$ cat src/rtl/core/i5gsdp_pkg.sv
// Package with shared types, constants and format helpers for the int5 group dot product.
`timescale 1ns / 1ps
package i5gsdp_pkg;

  localparam int unsigned Columns  = 8;
  localparam int unsigned CodeBits = 5;
  localparam int unsigned ColBits  = 3;

  typedef enum logic [1:0] {
    ST_IDLE,
    ST_ISSUE,
    ST_WAIT,
    ST_FLUSH
  } state_t;

  typedef enum logic [1:0] {
    PH_WEIGHT,
    PH_PROD,
    PH_ACC
  } phase_t;

  typedef enum logic {
    FP_MUL,
    FP_ADD
  } fp_op_t;

  typedef struct packed {
    logic   start;
    fp_op_t op;
  } fpu_req_t;

  // Converts an IEEE half-precision pattern to FP32, exactly.
  function automatic logic [31:0] half_to_f32(input logic [15:0] h);
    logic       sgn;
    logic [4:0] ex;
    logic [9:0] mt;
    logic [3:0] k;
    logic [7:0] e32;
    logic [9:0] nm;
    sgn = h[15];
    ex  = h[14:10];
    mt  = h[9:0];
    k   = 4'd0;
    for (int i = 0; i < 10; i++) begin
      if (mt[i]) begin
        k = 4'(i);
      end
    end
    e32 = 8'(8'd103 + 8'(k));
    nm  = 10'(mt << (4'd10 - k));
    if (ex == 5'd0) begin
      if (mt == 10'd0) begin
        half_to_f32 = {sgn, 31'd0};
      end else begin
        half_to_f32 = {sgn, e32, nm, 13'd0};
      end
    end else if (ex == 5'h1F) begin
      half_to_f32 = {sgn, 8'hFF, mt, 13'd0};
    end else begin
      half_to_f32 = {sgn, 8'(8'(ex) + 8'd112), mt, 13'd0};
    end
  endfunction

  // Converts a 5-bit weight code (code minus 16) to FP32, exactly.
  function automatic logic [31:0] code_to_f32(input logic [4:0] c);
    logic       sgn;
    logic [4:0] mag;
    logic [2:0] k;
    logic [22:0] fr;
    sgn = ~c[4];
    mag = c[4] ? {1'b0, c[3:0]} : 5'(5'd16 - {1'b0, c[3:0]});
    k   = 3'd0;
    for (int i = 0; i < 5; i++) begin
      if (mag[i]) begin
        k = 3'(i);
      end
    end
    fr = 23'({18'd0, mag} << (5'd23 - 5'(k)));
    if (mag == 5'd0) begin
      code_to_f32 = 32'd0;
    end else begin
      code_to_f32 = {sgn, 8'(8'd127 + 8'(k)), fr};
    end
  endfunction

endpackage

$ cat src/rtl/core/i5gsdp_fpu.sv
// Shared two-stage FP32 multiply or add unit with round-to-nearest-even.
`timescale 1ns / 1ps
module i5gsdp_fpu (
  input  logic                 clk,
  input  logic                 rst_n,
  input  i5gsdp_pkg::fpu_req_t req,
  input  logic [31:0]          a,
  input  logic [31:0]          b,
  output logic                 done,
  output logic [31:0]          result
);
  import i5gsdp_pkg::*;

  logic               v1_r, v2_r;
  logic               sgn_r, sgn_nxt;
  logic signed [10:0] exp_r, exp_nxt;
  logic [47:0]        man_r, man_nxt;
  logic               spec_r, spec_nxt;
  logic [31:0]        specv_r, specv_nxt;
  logic [31:0]        result_r, result_nxt;

  // Stage one: unpack, exact product or aligned sum, special operands.
  always_comb begin
    logic              sa, sb, sx;
    logic [7:0]        ea, eb;
    logic [22:0]       fa, fb;
    logic              a_nan, b_nan, a_inf, b_inf, a_zero, b_zero;
    logic [23:0]       ma, mb, mx, my;
    logic signed [10:0] xa, xb, ex, ey;
    logic              a_big;
    logic [9:0]        dexp;
    logic [26:0]       my3, al;
    logic              stk;
    logic [27:0]       asum;
    sa = a[31]; ea = a[30:23]; fa = a[22:0];
    sb = b[31]; eb = b[30:23]; fb = b[22:0];
    a_nan  = (ea == 8'hFF) && (fa != 23'd0);
    b_nan  = (eb == 8'hFF) && (fb != 23'd0);
    a_inf  = (ea == 8'hFF) && (fa == 23'd0);
    b_inf  = (eb == 8'hFF) && (fb == 23'd0);
    a_zero = (ea == 8'd0) && (fa == 23'd0);
    b_zero = (eb == 8'd0) && (fb == 23'd0);
    ma = {(ea != 8'd0), fa};
    mb = {(eb != 8'd0), fb};
    xa = (ea == 8'd0) ? 11'sd1 : signed'({3'd0, ea});
    xb = (eb == 8'd0) ? 11'sd1 : signed'({3'd0, eb});
    a_big = {ea, fa} >= {eb, fb};
    mx = a_big ? ma : mb;
    my = a_big ? mb : ma;
    ex = a_big ? xa : xb;
    ey = a_big ? xb : xa;
    sx = a_big ? sa : sb;
    dexp = 10'(ex - ey);
    my3  = {my, 3'd0};
    if (dexp >= 10'd27) begin
      al  = 27'd0;
      stk = |my;
    end else begin
      al  = my3 >> dexp[4:0];
      stk = |(my3 & ((27'd1 << dexp[4:0]) - 27'd1));
    end
    if (sa != sb) begin
      asum = {1'b0, mx, 3'd0} - {1'b0, al | {26'd0, stk}};
    end else begin
      asum = {1'b0, mx, 3'd0} + {1'b0, al | {26'd0, stk}};
    end

    if (req.op == FP_MUL) begin
      man_nxt = {24'd0, ma} * {24'd0, mb};
      exp_nxt = xa + xb - 11'sd300;
      sgn_nxt = sa ^ sb;
    end else begin
      man_nxt = {20'd0, asum};
      exp_nxt = ex - 11'sd153;
      // An exact zero sum is negative only when both addends are.
      sgn_nxt = (asum == 28'd0) ? (sa & sb) : sx;
    end

    spec_nxt  = 1'b1;
    specv_nxt = 32'hFFC00000;
    if (a_nan) begin
      specv_nxt = a | 32'h00400000;
    end else if (b_nan) begin
      specv_nxt = b | 32'h00400000;
    end else if (req.op == FP_MUL) begin
      if ((a_inf && b_zero) || (a_zero && b_inf)) begin
        specv_nxt = 32'hFFC00000;
      end else if (a_inf || b_inf) begin
        specv_nxt = {sa ^ sb, 8'hFF, 23'd0};
      end else begin
        spec_nxt = 1'b0;
      end
    end else begin
      if (a_inf && b_inf && (sa != sb)) begin
        specv_nxt = 32'hFFC00000;
      end else if (a_inf) begin
        specv_nxt = a;
      end else if (b_inf) begin
        specv_nxt = b;
      end else begin
        spec_nxt = 1'b0;
      end
    end
  end

  // Stage two: normalize, round to nearest even, pack.
  always_comb begin
    logic [5:0]         p;
    logic signed [10:0] sh_a, sh_b, sh, expf;
    logic [5:0]         shc;
    logic [49:0]        ext, t;
    logic [24:0]        q, qr;
    logic               rnd, stk;
    logic [35:0]        val;
    p = 6'd0;
    for (int i = 0; i < 48; i++) begin
      if (man_r[i]) begin
        p = 6'(i);
      end
    end
    sh_a = signed'({5'd0, p}) - 11'sd23;
    sh_b = -11'sd149 - exp_r;
    sh   = (sh_a > sh_b) ? sh_a : sh_b;
    ext  = {1'b0, man_r, 1'b0};
    shc  = (sh > 11'sd49) ? 6'd49 : sh[5:0];
    t    = ext >> shc;
    if (sh > 11'sd0) begin
      q   = t[25:1];
      rnd = t[0];
      stk = |(ext & ((50'd1 << shc) - 50'd1));
    end else begin
      q   = 25'(man_r << 5'(-sh));
      rnd = 1'b0;
      stk = 1'b0;
    end
    qr   = q + {24'd0, rnd & (stk | q[0])};
    expf = sh + exp_r + 11'sd149;
    val  = {{2{expf[10]}}, expf, 23'd0} + {11'd0, qr};
    if (spec_r) begin
      result_nxt = specv_r;
    end else if (man_r == 48'd0) begin
      result_nxt = {sgn_r, 31'd0};
    end else if (!val[35] && (val >= 36'h07F800000)) begin
      result_nxt = {sgn_r, 8'hFF, 23'd0};
    end else begin
      result_nxt = {sgn_r, val[30:0]};
    end
  end

  always_ff @(posedge clk) begin
    if (!rst_n) begin
      v1_r <= 1'b0;
      v2_r <= 1'b0;
    end else begin
      v1_r <= req.start;
      v2_r <= v1_r;
    end
    if (req.start) begin
      sgn_r   <= sgn_nxt;
      exp_r   <= exp_nxt;
      man_r   <= man_nxt;
      spec_r  <= spec_nxt;
      specv_r <= specv_nxt;
    end
    if (v1_r) begin
      result_r <= result_nxt;
    end
  end

  assign done   = v2_r;
  assign result = result_r;

endmodule

$ cat src/rtl/core/int5_group_scaled_dot_product.sv
// Top level of the int5 group-quantized scaled dot product block.
`timescale 1ns / 1ps
// Usage: each input word is one block of eight columns: eight packed 5-bit
// weight codes, the half-precision scale of its group, eight FP32
// activations and a last flag. Words are accepted when in_valid is high and
// in_stall is low; the block raises in_stall while it works on a word.
// Each column takes three FP32 operations in order: weight times scale,
// that product times the activation, and the add into the running sum.
// All of them go through one shared two-stage multiply/add unit: each
// operation is issued in ST_ISSUE and waits in ST_WAIT through both unit
// stages. No new word is taken before the last add of a word is done.
// On a word marked last, ST_FLUSH then moves the sum to the output register
// and returns the running sum to positive zero; otherwise no result
// word is produced. The result word waits in the output register while
// out_stall is high; a following last word is held until it is taken.
// Reset clears the running sum to positive zero and drops out_valid.
module int5_group_scaled_dot_product (
  input  logic        clk,
  input  logic        rst_n,
  input  logic        in_valid,
  output logic        in_stall,
  input  logic [39:0] in_packed_codes,
  input  logic [15:0] in_group_scale,
  input  logic [31:0] in_activation_0,
  input  logic [31:0] in_activation_1,
  input  logic [31:0] in_activation_2,
  input  logic [31:0] in_activation_3,
  input  logic [31:0] in_activation_4,
  input  logic [31:0] in_activation_5,
  input  logic [31:0] in_activation_6,
  input  logic [31:0] in_activation_7,
  input  logic        in_last_block,
  output logic        out_valid,
  input  logic        out_stall,
  output logic [31:0] out_dot_sum
);
  import i5gsdp_pkg::*;

  state_t              state_r, state_nxt;
  phase_t              ph_r;
  logic [ColBits-1:0]  col_r;
  logic [39:0]         codes_r;
  logic [31:0]         scale_r;
  logic [31:0]         acts_r [Columns];
  logic                last_r;
  logic [31:0]         sum_r;
  logic [31:0]         tmp_r;
  logic                out_valid_r;
  logic [31:0]         out_dot_sum_r;

  fpu_req_t            req;
  logic [31:0]         opa, opb;
  logic                fpu_done;
  logic [31:0]         fpu_res;
  logic                accept;
  logic                final_op;
  logic                flush_go;
  logic [5:0]          code_pos;

  assign accept   = in_valid && !in_stall;
  assign final_op = (ph_r == PH_ACC) && (col_r == ColBits'(Columns - 1));
  assign flush_go = (state_r == ST_FLUSH) && (!out_valid_r || !out_stall);
  assign code_pos = 6'({col_r, 2'b00}) + 6'(col_r);

  // Next-state logic of the column sequencer.
  always_comb begin
    state_nxt = state_r;
    case (state_r)
      ST_IDLE: begin
        if (in_valid) begin
          state_nxt = ST_ISSUE;
        end
      end
      ST_ISSUE: begin
        state_nxt = ST_WAIT;
      end
      ST_WAIT: begin
        if (fpu_done) begin
          if (final_op) begin
            state_nxt = last_r ? ST_FLUSH : ST_IDLE;
          end else begin
            state_nxt = ST_ISSUE;
          end
        end
      end
      ST_FLUSH: begin
        if (flush_go) begin
          state_nxt = ST_IDLE;
        end
      end
      default: begin
        state_nxt = ST_IDLE;
      end
    endcase
  end

  // Outputs of the sequencer: handshake and operand selection.
  always_comb begin
    in_stall  = (state_r != ST_IDLE);
    req.start = (state_r == ST_ISSUE);
    req.op    = FP_MUL;
    opa       = tmp_r;
    opb       = acts_r[col_r];
    case (ph_r)
      PH_WEIGHT: begin
        opa = code_to_f32(codes_r[code_pos +: CodeBits]);
        opb = scale_r;
      end
      PH_PROD: begin
        opa = tmp_r;
        opb = acts_r[col_r];
      end
      PH_ACC: begin
        req.op = FP_ADD;
        opa    = sum_r;
        opb    = tmp_r;
      end
      default: begin
        req.op = FP_MUL;
      end
    endcase
  end

  i5gsdp_fpu u_fpu (
    .clk    (clk),
    .rst_n  (rst_n),
    .req    (req),
    .a      (opa),
    .b      (opb),
    .done   (fpu_done),
    .result (fpu_res)
  );

  always_ff @(posedge clk) begin
    if (!rst_n) begin
      state_r     <= ST_IDLE;
      ph_r        <= PH_WEIGHT;
      col_r       <= '0;
      sum_r       <= 32'd0;
      out_valid_r <= 1'b0;
    end else begin
      state_r <= state_nxt;
      if (accept) begin
        ph_r  <= PH_WEIGHT;
        col_r <= '0;
      end else if ((state_r == ST_WAIT) && fpu_done) begin
        case (ph_r)
          PH_WEIGHT: ph_r <= PH_PROD;
          PH_PROD:   ph_r <= PH_ACC;
          PH_ACC: begin
            ph_r  <= PH_WEIGHT;
            col_r <= col_r + ColBits'(1);
          end
          default:   ph_r <= PH_WEIGHT;
        endcase
        if (ph_r == PH_ACC) begin
          sum_r <= fpu_res;
        end
      end
      if (flush_go) begin
        out_valid_r <= 1'b1;
        sum_r       <= 32'd0;
      end else if (out_valid_r && !out_stall) begin
        out_valid_r <= 1'b0;
      end
    end
    if (accept) begin
      codes_r   <= in_packed_codes;
      scale_r   <= half_to_f32(in_group_scale);
      acts_r[0] <= in_activation_0;
      acts_r[1] <= in_activation_1;
      acts_r[2] <= in_activation_2;
      acts_r[3] <= in_activation_3;
      acts_r[4] <= in_activation_4;
      acts_r[5] <= in_activation_5;
      acts_r[6] <= in_activation_6;
      acts_r[7] <= in_activation_7;
      last_r    <= in_last_block;
    end
    if ((state_r == ST_WAIT) && fpu_done && (ph_r != PH_ACC)) begin
      tmp_r <= fpu_res;
    end
    if (flush_go) begin
      out_dot_sum_r <= sum_r;
    end
  end

  assign out_valid   = out_valid_r;
  assign out_dot_sum = out_dot_sum_r;

endmodule
$ cat config.mk
export PLATFORM = sky130hd
export DESIGN_NAME = int5_group_scaled_dot_product
export DESIGN_NICKNAME = d
export VERILOG_FILES = /design/src/rtl/core/i5gsdp_pkg.sv /design/src/rtl/core/i5gsdp_fpu.sv /design/src/rtl/core/int5_group_scaled_dot_product.sv
export SDC_FILE = /design/constraint.sdc
export NUM_CORES = 2
export LEC_CHECK = 0
export ABC_AREA = 1
export BUFFER_PORTS_ARGS = -buffer_cell sky130_fd_sc_hd__buf_2
export CAP_MARGIN = 10
export CORE_MARGIN = 2
export CORE_UTILIZATION = 45
export CTS_BUF_LIST = sky130_fd_sc_hd__clkbuf_4 sky130_fd_sc_hd__clkbuf_8
export CTS_CLUSTER_SIZE = 20
export DETAILED_ROUTE_END_ITERATION = 10
export SLEW_MARGIN = 20
export SYNTH_ARGS = -nofsm -noshare
export SYNTH_HDL_FRONTEND = slang
export SYNTH_SLANG_ARGS = --single-unit
$ cat constraint.sdc
create_clock -name clk -period 21.3 [get_ports clk]
set_input_delay 4.26 -clock clk [delete_from_list [all_inputs] [get_ports clk]]
set_output_delay 4.26 -clock clk [all_outputs]
set_load 0.005 [all_outputs]
==> reports/results.txt <==
Worst path most repeated cell - nand2_1
XOR/XNOR share of the synthesized area - 0.01275
Clock skew - 68.68 ps
Buf/Inv on CP - 11
Resize count post-CTS - 0
Post-CTS Hold Fix Bufs - 0
P per Cell Area - 136.2 nW/µm²
Max clock buf depth - 3
Leak Pwr - 28.25 nW
Tmin final - 14810 ps
RSZ-0062 raised after global routing - no
Die height - 357.9 µm
RePlAce Congestion - 1.031
Number of remaining DRC errors - 0
Tot Pwr - 8.441 mW
Hold WC Path Type - reg2reg
Number of flops mapped to enable cells by yosys - 504
CTS HTree Levels - 3
Max-slew violations - 0
Fin. Hold Viols - 0
Rows - 129
# setup viols final - 0
Area of the multi-input gates - 35020 µm²
Status - finished, final reports clean
Largest net degree at the start of global routing - 110
Critical Path Max Stage Delay - 710 ps
CTS tree - built
WP data required - 21770 ps
Worst-path fanout max - 109
Count of cell types in the netlist - 69
Synthesized flop and latch total - 549
Slowest cell on crit path - buf_4
Setup_tns - 0 ps
Clock Latency Late Sink - 760 ps
Critical path arrival - 15280 ps
Die area - 128100 µm²
Avg Cell Area, Syn - 7.818 µm²
FF-to-FF setup slack - 6490 ps
Kind of cell with the highest combined delay on the critical path - simple AND/OR/NAND/NOR gates
Ratio of cells with drive above 1 in the final layout - 0.1016
Placed wire-length estimate - 168.7 mm
Detailed Route WL - 219.4 mm
Crit Path Class - reg2reg
Mux cell area share after synthesis - 0.003020
Vias per cell - 5.698
CP Capture Type - register
Post-synth top flop - edfxtp_1
Seq/Total Area, Yosys - 0.2846
Post-synth ARST share - 0
Max-cap violations - 0
Commonest cells after routing, fill and taps aside - nand2_1, inv_1, nor2_1
Worst vdd ir - 0.1112 mV
Syn-to-layout area delta - 10.02%
CTS clk-pin slew, worst paths - 60 ps
Largest family of logic cells by synthesized area - adder cells
Clk root buf - clkbuf_8
Vias in the first global route - 51350
Synth Area in Simple Gates - 0.2169
Initial Util - 0.4545
YS warnings - 0
Register Area - 16040 µm²
Grt total ovfl - 0
Tcrit/Tclk final - 0.6951
Compound-Gate Fraction of Synth Area - 0.1333
Fillers - 12360
Synthesized area - 56350 µm²
Synth Instances - 7207
Global-route wire length before repair - 326.1 mm
Sink Count - 549
Setup bufs post-CTS - 0
Worst-margin pin slew - 1104 ps
Port bufs - 350
CTS Buf Count - 95
Overall Global Routing Usage - 0.3419
Routed Antenna Nets - 0
Die span in x - 357.9 µm
Slew HR - 0.2563
Vias after detailed routing - 52290
Max frequency - 67.54 MHz
Initial antenna violation count - 32
WL/cell - 23.91 µm
Ports - 351
Synth Area in Adders - 0.2505
1st-iter DRT viols - 5240
Final net count - 8597
Core area - 124000 µm²
Drt first pass iters - 8
Most common cell after layout, fill and taps aside - nand2_1
Critical Path Source Type - register
-- logic make-up after synthesis --
group                      count (synthesis)
DFF                                      549
buffers and inverters                   1446
other                                      1
and+or+nand+nor                         2982
AOI/OAI and AO/OA                       1294
muxes                                     17
adders and majority gates                836
xor gates and xnor gates                  82
-- layout make-up --
type | count | area share
antenna | 21 | 0.0008477
clock buffer | 134 | 0.02662
timing repair buffer | 464 | 0.04226
clock inverter | 39 | 0.005914
multi-input combinational | 5219 | 0.5650
inverter | 1115 | 0.06757
tap | 1637 | 0.03304
sequential | 549 | 0.2588
-- flip-flops by register name, indices dropped and copies added, names as in the netlist, named ones only --
name           count
col_r              3
last_r             1
acts_r           256
tmp_r             32
u_fpu.specv_r     32
out_valid          1
u_fpu.done         1
u_fpu.sgn_r        1
u_fpu.man_r       48
u_fpu.exp_r       11
u_fpu.spec_r       1
scale_r           18
sum_r             32
u_fpu.v1_r         1
state_r            2
out_dot_sum       32
ph_r               2
codes_r           40
u_fpu.result      32
-- per-layer routing --
| metal | up-vias | share of wire | global-route usage |
|---|---|---|---|
| met3 | 586 | 0.084 | 0.05786 |
| met2 | 2479 | 0.46 | 0.5472 |
| li1 | 24010 | - | - |
| met5 | - | 0.000059 | 0 |
| met1 | 25210 | 0.40 | 0.4485 |
| met4 | 2 | 0.057 | 0.1706 |
-- power by group --
group	internal (mW)	total, mW	switching (mW)
sequential	1.44	1.57	0.131
combinational	1.66	5.83	4.18
clock	0.557	1.03	0.475
total	3.66	8.44	4.78
-- synthesized netlist by cell type (all sizes together), types with 14 or more instances --
master	count	area share
o21bai	21	0.0029
dfxtp	45	0.016
xnor2	28	0.0044
o211ai	74	0.0099
or3	14	0.0016
inv	1091	0.073
a211oi	24	0.0032
nor2	662	0.045
a31oi	26	0.0029
ha	349	0.077
o221ai	33	0.0051
or2	30	0.0033
clkinv	24	0.0016
mux2i	17	0.0030
nand3	303	0.027
o21a	14	0.0019
fa	487	0.17
nor4	22	0.0024
clkbuf	252	0.017
xor2	54	0.0084
nand2	1799	0.12
edfxtp	504	0.27
a221oi	30	0.0047
o21ai	625	0.056
a21oi	290	0.026
o31ai	23	0.0032
nand4	74	0.0084
o22ai	78	0.0087
buf	79	0.0077
nor3	51	0.0047
-- metrics by stage --
stage	util	cells	instance area, µm²	setup slack [ps]	hold WS, ps
floorplan	-	7214	56370	2933	408.2
global placement	0.4832	8983	59900	7372	415.6
detailed placement	0.4832	8983	59900	6756	415.1
CTS	0.4995	9156	61920	6721	426.5
global route	0.5001	9176	61990	5096	419.2
finish	0.5001	9178	61990	6493	426.8
-- final timing paths --
path                                             start                         to  cells past startpoint
worst max-delay path             col_r[0]$_SDFFE_PP0P_      u_fpu.sgn_r$_DFFE_PP_                     68
worst min-delay path            sum_r[10]$_SDFFE_PP0P_  out_dot_sum[10]$_DFFE_PP_                      0
worst max register to register   col_r[0]$_SDFFE_PP0P_      u_fpu.sgn_r$_DFFE_PP_                     68
worst min register to register  sum_r[10]$_SDFFE_PP0P_  out_dot_sum[10]$_DFFE_PP_                      0
No activity file was read; power rests on OpenSTA's default activity.
